**config.mk**
```make
export PLATFORM = sky130hd
export DESIGN_NAME = sawtooth_tone_generator_unit
export DESIGN_NICKNAME = d
export VERILOG_FILES = /design/src/hdl/stg_pkg.sv /design/src/hdl/sawtooth_tone_generator_unit.sv
export VERILOG_INCLUDE_DIRS = /design/src /design/src/hdl
export SDC_FILE = /design/constraint.sdc
export NUM_CORES = 1
export LEC_CHECK = 0
export ABC_AREA = 1
export BUFFER_PORTS_ARGS = -buffer_cell sky130_fd_sc_hd__buf_2
export CAP_MARGIN = 20
export CORE_MARGIN = 2
export CORE_UTILIZATION = 30
export DETAILED_ROUTE_END_ITERATION = 10
export GPL_ROUTABILITY_DRIVEN = 0
export PLACE_DENSITY_LB_ADDON = 0.05
export SYNTH_ARGS = -nofsm -noshare
export SYNTH_HDL_FRONTEND = slang
export SYNTH_SLANG_ARGS = --single-unit
```
**constraint.sdc**
```tcl
create_clock -name clk -period 6.3 [get_ports clk]
set_input_delay 1.26 -clock clk [delete_from_list [all_inputs] [get_ports clk]]
set_output_delay 1.26 -clock clk [all_outputs]
set_load 0.005 [all_outputs]
```
**src/hdl/assert_macros.svh**
```systemverilog
// Assertion macros for the RTL of the tone generator.
// No dependencies; each macro is empty when SYNTHESIS is defined.
`ifndef ASSERT_MACROS_SVH
`define ASSERT_MACROS_SVH
`ifndef SYNTHESIS
// Property must hold at every clock edge outside reset
`define ASSERT_PROP(lbl, clk, rst_n, prop, msg) \
    lbl: assert property (@(posedge clk) disable iff (!rst_n) (prop)) else $error(msg);
// Condition must never be seen at a clock edge outside reset
`define ASSERT_NEVER(lbl, clk, rst_n, cond, msg) \
    lbl: assert property (@(posedge clk) disable iff (!rst_n) !(cond)) else $error(msg);
`else
`define ASSERT_PROP(lbl, clk, rst_n, prop, msg)
`define ASSERT_NEVER(lbl, clk, rst_n, cond, msg)
`endif
`endif

```
**src/hdl/stg_pkg.sv**
```systemverilog
// Package for the sawtooth tone generator: action codes, widths and the
// waveform table function. No dependencies.
package stg_pkg;

    // Transaction action codes
    localparam logic [1:0] ACT_TICK   = 2'd0;
    localparam logic [1:0] ACT_PITCH  = 2'd1;
    localparam logic [1:0] ACT_VOLUME = 2'd2;

    // Substeps per sample; must stay a power of two
    localparam int SUBSTEP_SHIFT = 4;
    localparam int SUBSTEPS      = 1 << SUBSTEP_SHIFT;

    // Accumulator holds SUBSTEPS signed 8-bit entries
    localparam int SUM_W = 8 + SUBSTEP_SHIFT;

    // Silent pitch: a tick gives zero and leaves the state alone
    localparam logic [7:0] PITCH_SILENT = 8'hff;

    typedef logic signed [SUM_W-1:0] sum_t;

    // Waveform entry from bits 0, 2 and 3 of the index, biased by -0x80
    function automatic logic signed [7:0] wave_entry(input logic [1:0] sel,
                                                     input logic [3:0] idx);
        logic [8:0] raw;
        logic [8:0] w2;
        logic [8:0] w3;
        begin
            w2  = sel[0] ? 9'h099 : 9'h030;
            w3  = sel[1] ? 9'h046 : 9'h000;
            raw = (idx[0] ? 9'h020 : 9'h000) + (idx[2] ? w2 : 9'h000)
                + (idx[3] ? w3 : 9'h000);
            wave_entry = 8'(raw - 9'h080);
        end
    endfunction

endpackage

```
**src/hdl/sawtooth_tone_generator_unit.sv**
```systemverilog
// Sawtooth tone generator: top level with sequencer and shared accumulator.
// Depends on stg_pkg and assert_macros.svh.
//
// Usage:
//   Input channel (in_valid / in_stall) carries one transaction: action,
//   write_value and bit_select. A pitch write or a volume-bit write takes
//   effect in the accepting cycle and gives no result. A tick (action 0)
//   produces one signed sample on the output channel (out_valid /
//   out_stall, sample).
//   A tick runs SUBSTEPS (16) substeps through one phase counter, one
//   waveform lookup and one accumulator, one substep per clock. S_DONE
//   then moves the average into the output register; a tick with pitch
//   0xff goes from idle straight to S_DONE and gives zero.
//   in_stall is high while a tick is in progress, so nothing new is taken
//   until the tick leaves S_DONE. A finished sample sits in the output
//   register; the input stays open while it waits, and a following tick
//   completes its substeps and holds until the receiver lifts out_stall.
//   Reset clears pitch, waveform choice, wave index and phase counter and
//   empties the output register.
`include "assert_macros.svh"

module sawtooth_tone_generator_unit (
    input  logic              clk,
    input  logic              rst_n,
    input  logic              in_valid,
    output logic              in_stall,
    input  logic [1:0]        action,
    input  logic [7:0]        write_value,
    input  logic              bit_select,
    output logic              out_valid,
    input  logic              out_stall,
    output logic signed [7:0] sample
);

    typedef enum logic [2:0] {
        S_IDLE = 3'b001,
        S_RUN  = 3'b010,
        S_DONE = 3'b100
    } state_t;

    state_t                                 state_reg, state_next;
    logic [7:0]                             pitch_reg, pitch_next;
    logic [1:0]                             wsel_reg, wsel_next;
    logic [3:0]                             wpos_reg, wpos_next;
    logic [8:0]                             phase_reg, phase_next;
    logic [stg_pkg::SUBSTEP_SHIFT-1:0]      cnt_reg, cnt_next;
    stg_pkg::sum_t                          sum_reg, sum_next;
    logic                                   ovalid_reg, ovalid_next;
    logic signed [7:0]                      sample_reg, sample_next;

    logic          in_fire;
    logic          out_free;
    logic [3:0]    pos_eff;
    logic [8:0]    phase_eff;
    stg_pkg::sum_t sum_adj;
    stg_pkg::sum_t avg;

    assign in_stall  = (state_reg != S_IDLE);
    assign in_fire   = in_valid && !in_stall;
    assign out_free  = !ovalid_reg || !out_stall;
    assign out_valid = ovalid_reg;
    assign sample    = sample_reg;

    // Substep datapath: advance the wave index when the counter has hit 256
    assign pos_eff   = phase_reg[8] ? wpos_reg + 4'd1 : wpos_reg;
    assign phase_eff = phase_reg[8] ? {1'b0, pitch_reg} : phase_reg;

    // Average with truncation toward zero
    assign sum_adj = sum_reg + (sum_reg[stg_pkg::SUM_W-1]
                     ? stg_pkg::SUM_W'(stg_pkg::SUBSTEPS - 1) : '0);
    assign avg     = sum_adj >>> stg_pkg::SUBSTEP_SHIFT;

    // Sequencer and next-state logic
    always_comb
    begin
        state_next  = state_reg;
        pitch_next  = pitch_reg;
        wsel_next   = wsel_reg;
        wpos_next   = wpos_reg;
        phase_next  = phase_reg;
        cnt_next    = cnt_reg;
        sum_next    = sum_reg;
        ovalid_next = ovalid_reg && out_stall;
        sample_next = sample_reg;
        case (state_reg)
            S_IDLE:
            begin
                if (in_fire)
                begin
                    case (action)
                        stg_pkg::ACT_PITCH:
                        begin
                            pitch_next = write_value;
                        end
                        stg_pkg::ACT_VOLUME:
                        begin
                            wsel_next[bit_select] = write_value[0];
                        end
                        stg_pkg::ACT_TICK:
                        begin
                            sum_next = '0;
                            cnt_next = '0;
                            if (pitch_reg == stg_pkg::PITCH_SILENT)
                            begin
                                state_next = S_DONE;
                            end
                            else
                            begin
                                state_next = S_RUN;
                            end
                        end
                        default:
                        begin
                        end
                    endcase
                end
            end
            S_RUN:
            begin
                wpos_next  = pos_eff;
                phase_next = phase_eff + 9'd1;
                sum_next   = sum_reg + stg_pkg::SUM_W'(stg_pkg::wave_entry(wsel_reg, pos_eff));
                cnt_next   = cnt_reg + 1'b1;
                if (cnt_reg == stg_pkg::SUBSTEP_SHIFT'(stg_pkg::SUBSTEPS - 1))
                begin
                    state_next = S_DONE;
                end
            end
            S_DONE:
            begin
                // Hold until the output register can take the sample
                if (out_free)
                begin
                    ovalid_next = 1'b1;
                    sample_next = avg[7:0];
                    state_next  = S_IDLE;
                end
            end
            default:
            begin
                state_next = S_IDLE;
            end
        endcase
    end

    // Control and state registers
    always_ff @(posedge clk or negedge rst_n)
    begin
        if (!rst_n)
        begin
            state_reg  <= S_IDLE;
            pitch_reg  <= '0;
            wsel_reg   <= '0;
            wpos_reg   <= '0;
            phase_reg  <= '0;
            cnt_reg    <= '0;
            ovalid_reg <= 1'b0;
        end
        else
        begin
            state_reg  <= state_next;
            pitch_reg  <= pitch_next;
            wsel_reg   <= wsel_next;
            wpos_reg   <= wpos_next;
            phase_reg  <= phase_next;
            cnt_reg    <= cnt_next;
            ovalid_reg <= ovalid_next;
        end
    end

    // Payload registers
    always_ff @(posedge clk)
    begin
        sum_reg    <= sum_next;
        sample_reg <= sample_next;
    end

    // Checks on the sequencer and phase counter
    `ASSERT_NEVER(a_phase_max, clk, rst_n, phase_reg[8] && (phase_reg[7:0] != 8'd0), "phase counter above 256")
    `ASSERT_PROP(a_run_exit, clk, rst_n, (state_reg == S_RUN) |=> (state_reg == S_RUN || state_reg == S_DONE), "run left to an unexpected state")
    `ASSERT_PROP(a_out_src, clk, rst_n, $rose(ovalid_reg) |-> $past(state_reg == S_DONE), "sample appeared outside completion")
    `ASSERT_PROP(a_silent, clk, rst_n, (in_fire && action == stg_pkg::ACT_TICK && pitch_reg == stg_pkg::PITCH_SILENT) |=> ($stable(wpos_reg) && $stable(phase_reg) && sum_reg == '0), "silent tick changed state")

endmodule

```
==> results.sh <==
export IMPL_regToRegSetupSlack_ps=2800
export IMPL_drc=0
export IMPL_vias=2434
export IMPL_port_buffers=24
export IMPL_tritoncts="yes"
export IMPL_arrival_ps=3580
export IMPL_cts_buffer_depth=2
export IMPL_totalWireLength_um=6720
export IMPL_status="finished, final reports clean"
export IMPL_path_class="reg2reg"
export IMPL_syn_area_per_cell_um2=8.16
export IMPL_syn_inst=375
export IMPL_first_pass_iters=4
export IMPL_start_util_pct=31.2
export IMPL_die_h_um=105
export IMPL_min_path_type="reg2reg"
export IMPL_tns_ps=0
export IMPL_final_util_pct=34.9
export IMPL_crit_required_ps=6370
export IMPL_critPathMaxFanout=22
export IMPL_max_freq_mhz=285
export IMPL_synth_edff_count=20
export IMPL_num_antenna_cells=0
export IMPL_post_cts_resized=0
export IMPL_hpwl_um=5150
export IMPL_viasPerCell=4.54
export IMPL_cp_startpoint="phase_reg[8]$_DFFE_PN0P_"
export IMPL_fin_crit_ps=3500
export IMPL_drtIter0Drc=86
export IMPL_avgRoutedWirePerCell_um=12.5
export IMPL_grt_pass1_wl_um=11500
export IMPL_min_period_over_period_pct=55.6
export IMPL_worstMarginPinSlew_ps=726
export IMPL_total_leakage_power_nw=1.65
export IMPL_rows=36
export IMPL_root_buffer="clkbuf_8"
export IMPL_cp_end_kind="register"
export IMPL_die_w_um=105
export IMPL_clk_pin_slew_ps=100
export IMPL_syn_to_final_growth_pct=11.9
export IMPL_syn_nets=409
export IMPL_r2r_start="phase_reg[8]$_DFFE_PN0P_"
export IMPL_overflow=0
export IMPL_clkLatencyLatePin_ps=300
export IMPL_drive_gt1_share_pct=11.7
export IMPL_maxCapViolCount=0
export IMPL_largest_reg_flops=12
export IMPL_ant_nets=0
export IMPL_pin_count=25
export IMPL_ys_seq_area_share_pct=45.0
export IMPL_htree_levels=2
export IMPL_yosysUniqueCellTypes=41
export IMPL_grt_max_degree=32
export IMPL_grt_pass1_vias=2329
export IMPL_antenna_found_initial=0
export IMPL_final_max_slew_viol_count=0
export IMPL_core_um2=9820
export IMPL_die_area_um2=11000
export IMPL_crit_path_end="sum_reg[11]$_SDFFCE_PN0P_"
export IMPL_syn_cell_area_um2=3060
export IMPL_r2r_cells=15
export IMPL_skew_ps=7.41
export IMPL_ir_drop_uv=92.0
export IMPL_power_density_nw_per_um2=330
export IMPL_clkSinkCount=51
export IMPL_yosys_warnings=0
export IMPL_power_w=0.00113
export IMPL_cts_buffers=5
export IMPL_postCtsSetupBuffers=0
export IMPL_rsz0062_at_grt="false"
export IMPL_ys_seq_elements=51
export IMPL_ys_flop_type="dfrtp_1"
export IMPL_grt_util_all_layers_pct=13.0
export IMPL_cp_start_kind="register"
export IMPL_crit_reg2reg_capture="sum_reg[11]$_SDFFCE_PN0P_"
export IMPL_holdWs_ps=497
export IMPL_setup_viol=0
export IMPL_fin_nets=436
export IMPL_synthArstFlopShare_pct=60.8
export IMPL_hold_violations=0
export IMPL_cts_hold_buf=0
export IMPL_slew_headroom_pct=51.6
## synthesized netlist by cell type (4+ instances only)
cell | count | area, µm²
a21oi_1 | 31 | 155
o21ai_0 | 18 | 90.1
o21ai_1 | 4 | 20.0
nand2_1 | 86 | 323
nand4_1 | 9 | 56.3
clkbuf_1 | 4 | 15.0
ha_1 | 19 | 238
nor2_1 | 39 | 146
xor2_1 | 11 | 96.3
nand3_1 | 15 | 75.1
edfxtp_1 | 20 | 601
nand2_2 | 4 | 25.0
dfrtp_1 | 30 | 751
inv_1 | 50 | 188
## cells by family after synthesis
| logic type | after synthesis | synth area share, % |
|---|---|---|
| fa+ha+maj | 19 | 7.77 |
| compound gates | 68 | 12.5 |
| flops | 51 | 45.0 |
| xor+xnor | 14 | 4.01 |
| simple gates | 164 | 23.1 |
| buf+inv | 59 | 7.65 |
## worst min-delay path by stage
stage | from | to | slack (ps) | cells past startpoint
after floorplan | phase_reg[1]$_DFFE_PN0P_ | phase_reg[1]$_DFFE_PN0P_ | 440 | 2
after global placement | phase_reg[0]$_DFFE_PN0P_ | phase_reg[0]$_DFFE_PN0P_ | 470 | 2
after detailed placement | phase_reg[0]$_DFFE_PN0P_ | phase_reg[0]$_DFFE_PN0P_ | 470 | 2
after CTS | phase_reg[0]$_DFFE_PN0P_ | phase_reg[0]$_DFFE_PN0P_ | 500 | 2
after global routing | phase_reg[0]$_DFFE_PN0P_ | phase_reg[0]$_DFFE_PN0P_ | 530 | 2
final | phase_reg[1]$_DFFE_PN0P_ | phase_reg[1]$_DFFE_PN0P_ | 500 | 2
## report_power, final
part           internal (W)  switching (W)
Sequential         0.000453      0.0000660
Clock             0.0000903       0.000112
Combinational      0.000147       0.000263
## worst max-delay path: stages, from the launching register on
cell and delay, ps:
dfrtp_1 760, nand2_1 130, or2_0 230, nand2_1 100, inv_1 60, nor2_1 90, ha_1 160, ha_1 150
xor2_1 430, ha_1 340, a21oi_1 170, o21bai_1 80, a221oi_1 340, nand3_1 120, nand2_1 70, nor2_1 40
## metal layers
layer / share of wire [%] / GRT usage, % / vias to the layer above
li1: - / - / 1293
met1: 54 / 19.4 / 1100
met2: 42 / 19.3 / 36
met3: 3.5 / 2.31 / 5
met4: 1.0 / 3.24 / 0
met5: 0 / 0 / -
## cell type report
class | count | area [µm²]
Clock buffer | 7 | 86.3
Tap cell | 133 | 166
Sequential cell | 51 | 1380
Fill cell | 1056 | 6390
Timing Repair Buffer | 27 | 143
Multi-Input combinational cell | 265 | 1450
Inverter | 52 | 195
Clock inverter | 1 | 8.76
## stage by stage
step           setup WS (ps)  cell area (µm²)  cells
2_1_floorplan           3390             3060    375
3_3_place_gp            2840             3330    528
3_5_place_dp            2770             3330    528
4_1_cts                 2770             3420    536
5_1_grt                 2350             3420    536
6_report                2800             3420    536
## cell usage in the layout (no fill, tap or decap), types with 6 or more instances in the layout
cell,n
dfrtp_1,30
o21ai_0,18
nand2_1,86
a21oi_1,31
nand4_1,9
inv_1,50
buf_2,24
xor2_1,11
edfxtp_1,20
nand3_1,15
ha_1,19
nor2_1,39
clkbuf_8,6
(Power assumes the default switching activity.)
